[src/pmf_pkg.sv]
`timescale 1ns / 1ps
// ----------------------------------------------------------------------------
// pmf_pkg: shared types and constants of the pose median filter
// window size, field widths, pose sample layout and lane value types
// ----------------------------------------------------------------------------
package pmf_pkg;

	localparam int WINDOW  = 5;               // samples in the median window, 3..9
	localparam int HIST    = WINDOW - 1;      // stored past samples
	localparam int MID     = WINDOW / 2;      // sorted index of the median (upper for even)
	localparam int RANK_W  = $clog2(WINDOW);  // holds a rank 0..WINDOW-1

	localparam int NPOS    = 3;
	localparam int NROT    = 4;
	localparam int NLANE   = NPOS + NROT;
	localparam int POS_W   = 32;
	localparam int ROT_W   = 16;
	localparam int LANE_W  = POS_W;           // lanes run at the widest field width

	// payload packed without gaps, first field lowest; already whole bytes
	localparam int TDATA_W = NPOS * POS_W + NROT * ROT_W;

	typedef logic signed [POS_W-1:0]  pos_t;
	typedef logic signed [ROT_W-1:0]  rot_t;
	typedef logic signed [LANE_W-1:0] lane_t;

	typedef struct packed {
		rot_t [NROT-1:0] rot;   // w, x, y, z at index 0..3
		pos_t [NPOS-1:0] pos;   // x, y, z at index 0..2
	} pose_t;

	typedef pose_t [HIST-1:0] hist_t;   // entry 0 is the oldest sample
	typedef lane_t [WINDOW-1:0] win_t;

endpackage

[src/pmf_hist.sv]
`timescale 1ns / 1ps
// ----------------------------------------------------------------------------
// pmf_hist: pose history shift line
// keeps the last HIST accepted samples, cleared to zero by reset
// ----------------------------------------------------------------------------
module pmf_hist
	import pmf_pkg::*;
(
	input  logic  clk,
	input  logic  arst_n,
	input  logic  shift,
	input  pose_t din,
	output hist_t hist
);

	hist_t hist_q;

	always_ff @(posedge clk or negedge arst_n) begin
		if (!arst_n) begin
			hist_q <= '0;
		end else if (shift) begin
			for (int k = 0; k < HIST - 1; k++) begin
				hist_q[k] <= hist_q[k+1];
			end
			hist_q[HIST-1] <= din;
		end
	end

	assign hist = hist_q;

endmodule

[src/pmf_lane.sv]
`timescale 1ns / 1ps
// ----------------------------------------------------------------------------
// pmf_lane: median of one component over the window
// stage 1 registers the pairwise compare matrix, then rank counting picks
// the element whose rank is the middle one
// ----------------------------------------------------------------------------
module pmf_lane
	import pmf_pkg::*;
(
	input  logic  clk,
	input  logic  en,
	input  win_t  win,
	output lane_t med
);

	// prec[j][i]: element j sorts ahead of element i (ties broken by index)
	logic [WINDOW-1:0][WINDOW-1:0] prec;
	logic [WINDOW-1:0][WINDOW-1:0] prec_s1;
	win_t                          val_s1;
	logic [RANK_W-1:0]             rank;

	always_comb begin
		for (int i = 0; i < WINDOW; i++) begin
			for (int j = 0; j < WINDOW; j++) begin
				if (i == j) begin
					prec[j][i] = 1'b0;
				end else begin
					prec[j][i] = ($signed(win[j]) < $signed(win[i])) ||
						((win[j] == win[i]) && (j < i));
				end
			end
		end
	end

	always_ff @(posedge clk) begin
		if (en) begin
			val_s1  <= win;
			prec_s1 <= prec;
		end
	end

	// ranks form a permutation, so exactly one element matches
	always_comb begin
		med  = '0;
		rank = '0;
		for (int i = 0; i < WINDOW; i++) begin
			rank = '0;
			for (int j = 0; j < WINDOW; j++) begin
				rank = rank + RANK_W'(prec_s1[j][i]);
			end
			if (rank == RANK_W'(MID)) begin
				med = med | val_s1[i];
			end
		end
	end

endmodule

[src/pose_median_of_five_filter_top.sv]
`timescale 1ns / 1ps
// ----------------------------------------------------------------------------
// pose_median_of_five_filter_top: sliding window median of pose samples
// an accepted input beat goes through the compare and output registers
// throughput: one beat per cycle unless m_axis stalls, set by one compare
// stage and one rank/select stage per lane; all seven lanes work in parallel
// reset: arst_n clears the sample history to zeros and empties the pipeline
// ----------------------------------------------------------------------------
module pose_median_of_five_filter_top
	import pmf_pkg::*;
(
	input  logic               clk,
	input  logic               arst_n,
	// input beat
	input  logic               s_axis_tvalid,
	output logic               s_axis_tready,
	// pos_x[31:0] pos_y[63:32] pos_z[95:64] quat_w[111:96] quat_x[127:112]
	// quat_y[143:128] quat_z[159:144]
	input  logic [TDATA_W-1:0] s_axis_tdata,
	// result beat
	output logic               m_axis_tvalid,
	input  logic               m_axis_tready,
	// med_pos_x[31:0] med_pos_y[63:32] med_pos_z[95:64] med_quat_w[111:96]
	// med_quat_x[127:112] med_quat_y[143:128] med_quat_z[159:144]
	output logic [TDATA_W-1:0] m_axis_tdata
);

	pose_t              in_pose;
	hist_t              hist;
	win_t               lane_win [NLANE];
	lane_t              lane_med [NLANE];
	logic [TDATA_W-1:0] out_pack;
	logic [TDATA_W-1:0] tdata_s2;
	logic               vld_s1;
	logic               vld_s2;
	logic               en_s1;
	logic               en_s2;
	logic               accept;

	// pipeline control: the output register frees when empty or taken,
	// the compare stage frees when empty or moving on
	assign en_s2         = !vld_s2 || m_axis_tready;
	assign en_s1         = !vld_s1 || en_s2;
	assign s_axis_tready = en_s1;
	assign accept        = s_axis_tvalid && s_axis_tready;

	always_ff @(posedge clk or negedge arst_n) begin
		if (!arst_n) begin
			vld_s1 <= 1'b0;
			vld_s2 <= 1'b0;
		end else begin
			if (en_s1) begin
				vld_s1 <= s_axis_tvalid;
			end
			if (en_s2) begin
				vld_s2 <= vld_s1;
			end
		end
	end

	// unpack the input beat
	always_comb begin
		for (int c = 0; c < NPOS; c++) begin
			in_pose.pos[c] = s_axis_tdata[c*POS_W +: POS_W];
		end
		for (int c = 0; c < NROT; c++) begin
			in_pose.rot[c] = s_axis_tdata[NPOS*POS_W + c*ROT_W +: ROT_W];
		end
	end

	// history only moves on an accepted beat
	pmf_hist u_hist (
		.clk    (clk),
		.arst_n (arst_n),
		.shift  (accept),
		.din    (in_pose),
		.hist   (hist)
	);

	// build one window per component: stored samples plus the new one;
	// quaternion values are sign extended to lane width
	always_comb begin
		for (int c = 0; c < NPOS; c++) begin
			for (int k = 0; k < HIST; k++) begin
				lane_win[c][k] = hist[k].pos[c];
			end
			lane_win[c][HIST] = in_pose.pos[c];
		end
		for (int c = 0; c < NROT; c++) begin
			for (int k = 0; k < HIST; k++) begin
				lane_win[NPOS+c][k] = {{(LANE_W-ROT_W){hist[k].rot[c][ROT_W-1]}},
					hist[k].rot[c]};
			end
			lane_win[NPOS+c][HIST] = {{(LANE_W-ROT_W){in_pose.rot[c][ROT_W-1]}},
				in_pose.rot[c]};
		end
	end

	// one median lane per component
	for (genvar g = 0; g < NLANE; g++) begin : g_lane
		pmf_lane u_lane (
			.clk (clk),
			.en  (en_s1),
			.win (lane_win[g]),
			.med (lane_med[g])
		);
	end

	// merge the lane results into one beat; quaternion medians come back
	// to 16 bits (the sign extension made the upper bits redundant)
	always_comb begin
		for (int c = 0; c < NPOS; c++) begin
			out_pack[c*POS_W +: POS_W] = lane_med[c][POS_W-1:0];
		end
		for (int c = 0; c < NROT; c++) begin
			out_pack[NPOS*POS_W + c*ROT_W +: ROT_W] = lane_med[NPOS+c][ROT_W-1:0];
		end
	end

	// output register
	always_ff @(posedge clk) begin
		if (en_s2) begin
			tdata_s2 <= out_pack;
		end
	end

	assign m_axis_tvalid = vld_s2;
	assign m_axis_tdata  = tdata_s2;

	// an accepted beat always lands in the compare stage
	a_accept_to_s1: assert property (@(posedge clk) disable iff (!arst_n)
		accept |=> vld_s1)
		else $error("accepted beat did not reach the compare stage");

	// a compare stage result moves into the free output register
	a_s1_to_s2: assert property (@(posedge clk) disable iff (!arst_n)
		(vld_s1 && en_s2) |=> vld_s2)
		else $error("compare stage result dropped");

	// a held compare stage keeps its median
	a_s1_hold: assert property (@(posedge clk) disable iff (!arst_n)
		(vld_s1 && !en_s2) |=> (vld_s1 && $stable(out_pack)))
		else $error("held compare stage changed");

	// the newest history entry is the last accepted sample
	a_hist_newest: assert property (@(posedge clk) disable iff (!arst_n)
		accept |=> (hist[HIST-1] == $past(in_pose)))
		else $error("history did not take the accepted sample");

endmodule
[config.mk]
export PLATFORM = sky130hd
export DESIGN_NAME = pose_median_of_five_filter_top
export DESIGN_NICKNAME = d
export VERILOG_FILES = /design/src/pmf_pkg.sv /design/src/pmf_hist.sv /design/src/pmf_lane.sv /design/src/pose_median_of_five_filter_top.sv
export SDC_FILE = /design/constraint.sdc
export NUM_CORES = 2
export LEC_CHECK = 0
export BUFFER_PORTS_ARGS = -buffer_cell sky130_fd_sc_hd__buf_2
export CAP_MARGIN = 30
export CORE_ASPECT_RATIO = 0.75
export CORE_MARGIN = 4
export CORE_UTILIZATION = 40
export DETAILED_ROUTE_END_ITERATION = 10
export GPL_TIMING_DRIVEN = 1
export PLACE_DENSITY = 0.63
export SYNTH_ARGS = -nofsm -noshare
export SYNTH_HDL_FRONTEND = slang
export SYNTH_SLANG_ARGS = --single-unit
[constraint.sdc]
create_clock -name clk -period 32.9 [get_ports clk]
set_input_delay 6.58 -clock clk [delete_from_list [all_inputs] [get_ports clk]]
set_output_delay 6.58 -clock clk [all_outputs]
set_load 0.01 [all_outputs]
==> out/results.ini <==
[status]
outcome = complete, no violations

[critical_path]
end_kind = output port
critPathSlowestCell = buf_4
crit_top_cell = buf_2
path_buf_inv = 3
worstPathMaxFanout = 3
r2r_slack_ns = 27.14
cp.required_ns = 26.32
cp_cell_sequence = buf_2 > nand3b_1 > buf_4 > buf_2
crit_arrival_ns = 7.32
slowest_delay_ns = 0.23
crit_type = input pin to output port
crit_family = buffers and inverters
worst_setup_path_start_kind = input pin

[place]
place_inst = 12300
gp_congestion = 0.907
place_ws_ns = 18.97
hpwl_mm = 222
io_buffers = 325

[final_layout]
layout-drive-gt1-share = 0.0908
final_common_cell = ha_1
nets = 11100
utilization = 0.454
syn2layout_area_growth_pct = 12.8
final_cell_mix = ha_1 (1670), edfxtp_1 (1100), nand2_1 (1088), inv_1 (807), dfrtp_1 (642)
fin_cells = 12700

[timing]
relSlewSlack = 0.209
finalCriticalPeriod_ns = 13.90
skew_ns = 0.0754
max_freq_ghz = 0.0720
setup_ws_ns = 19.00
worstMarginPinSlew_ns = 1.18
rsz0062_at_grt = false
slew_violations = 0
setup_viol = 0
hold_viol_final = 0
period_share = 0.422

[detailed_routing]
routed_via_density = 5.68
ant_nets = 0
firstDrtPassIters = 7
vias = 72000
drc_errors = 0
wire_per_inst_um = 23.3
wirelength_mm = 295
first_iter_violations = 6807

[synthesis]
ys.flop_type = edfxtp_1
synth_seq_cells = 1742
async_flop_share = 0.369
yosysWarnings = 0
synthesis.area_mm2 = 0.0994
synthCells = 8797
synth_edf_count = 1100
yosysSeqAreaShare = 0.494
synth.distinct_cells = 65
synth_fp_nets = 10700
syn_avg_cell_area_um2 = 11.3

[global_route]
antenna_found_initial = 46
first_global_vias = 71100
grt_max_degree = 207
grt_util_all_layers = 0.227
grt_pass1_wl_mm = 446
grt_overflow = 0

[pwr]
pwr_density_cell_mw_per_mm2 = 87.6
p_leak_nw = 49.7
ir_worst_vdd_uv = 98.6

[floorplan]
core-area_mm2 = 0.247
die_area_mm2 = 0.257
dieHeight_um = 440
start_util = 0.402
io_pins = 326
fp.dieW_um = 583
fp-row-count = 158

[cts]
cts_max_path_buffers = 4
htreeDepth = 4
insertion_delay_ns = 0.87
cts_root_buf = clkbuf_16
cts_made_buffers = 192
postCtsSetupBuffers = 0
tritoncts = yes
cts_resized = 0
hold_buffers = 0
path_clk_slew_ns = 0.07
cts_num_sinks = 1742

[run]
drv_cap = 0

[worst_hold_path]
hp-class = flop to flop

[cell usage after synthesis, types with 11 or more instances]
master,count,share of area
ha_1,1670,0.21
edfxtp_1,1100,0.33
nand2_1,1088,0.041
inv_1,807,0.030
o21ai_0,779,0.039
dfrtp_1,642,0.16
a21oi_1,514,0.026
nand4_1,214,0.013
a21o_1,207,0.016
clkbuf_1,195,0.0074
a222oi_1,160,0.016
a22oi_1,160,0.012
nand3_1,143,0.0072
nor2_1,120,0.0045
o21ai_1,83,0.0042
nor2b_1,68,0.0043
and3_1,63,0.0040
a221oi_1,52,0.0046
mux2i_1,52,0.0052
and4_1,48,0.0042
nor3_1,42,0.0021
a31oi_1,39,0.0025
o211ai_1,39,0.0029
or3_1,36,0.0023
fa_1,35,0.0071
nor3b_1,35,0.0026
o21a_1,35,0.0026
nand2b_1,32,0.0020
a21boi_0,28,0.0021
mux2_1,28,0.0032
xnor2_1,27,0.0024
nor4_1,25,0.0016
o21ba_2,21,0.0021
a2111oi_0,17,0.0015
a211oi_1,15,0.0011
a22o_1,14,0.0012
o211a_1,13,0.0013
o221a_2,13,0.0015
o41ai_1,13,0.0011
or3b_2,13,0.0011
buf_1,11,0.00042
[worst paths after layout]
kind	startpoint	endpoint	cells past startpoint
setup / recovery	m_axis_tready	s_axis_tready	4
hold / removal	u_hist.hist[151]	g_lane[6].u_lane.val_s1[7]	0
setup reg to reg	m_axis_tvalid	u_hist.hist[509]	8
hold reg to reg	u_hist.hist[151]	g_lane[6].u_lane.val_s1[7]	0
max in group asynchronous	arst_n	u_hist.hist[581]	6
min in group asynchronous	arst_n	u_hist.hist[517]	1
[routing by layer]
layer,global-route usage,routed length [µm]
met1,0.346,142000
met2,0.335,125000
met3,0.0369,21500
met4,0.0499,6420
met5,0,104
[stage by stage]
stage               total power [mW]  hold slack (ns)  area (µm²)  TNS [ns]
finish                          9.82            0.440      112000         0
global route                    10.5            0.446      112000         0
CTS                             9.90            0.440      112000         0
detailed placement              7.62            0.429      105000         0
global placement                7.45            0.427      105000         0
floorplan                       5.84            0.425      100000  -3533.57
[sequential cells by signal, summed over array words and instances, names as in the netlist]
| signal | flops |
|---|---|
| u_hist.hist | 640 |
| g_lane.u_lane.prec_s1 | 140 |
| m_axis_tvalid | 1 |
| m_axis_tdata | 160 |
| g_lane.u_lane.val_s1 | 800 |
| vld_s1 | 1 |
[where the power goes]
| part | total, mW | switching (mW) | internal (mW) |
|---|---|---|---|
| sequential | 3.40 | 0.355 | 3.05 |
| combinational | 4.18 | 2.70 | 1.49 |
| clock | 2.24 | 0.947 | 1.29 |
[cell type report]
class / instances / area (µm²)
Multi-Input combinational cell: 6041 / 46700
Antenna cell: 20 / 50.0
Timing Repair Buffer: 434 / 2690
Clock inverter: 104 / 1180
Clock buffer: 246 / 5240
Inverter: 807 / 3030
Sequential cell: 1742 / 49100
Fill cell: 22800 / 135000
Tap cell: 3280 / 4100
[cells by family (layout without fill, tap and decap cells)]
| family | Yosys count | count (layout) | synth area share |
|---|---|---|---|
| DFF | 1742 | 1742 | 0.494 |
| xor gates and xnor gates | 27 | 27 | 0.00238 |
| and+or+nand+nor | 1974 | 1974 | 0.0962 |
| other | 0 | 20 | 0 |
| adders and majority gates | 1705 | 1705 | 0.217 |
| buffers and inverters | 1014 | 1591 | 0.0383 |
| muxes | 84 | 84 | 0.00887 |
| AOI/OAI and AO/OA | 2251 | 2251 | 0.143 |
No activity file was read; power rests on OpenSTA's default activity.
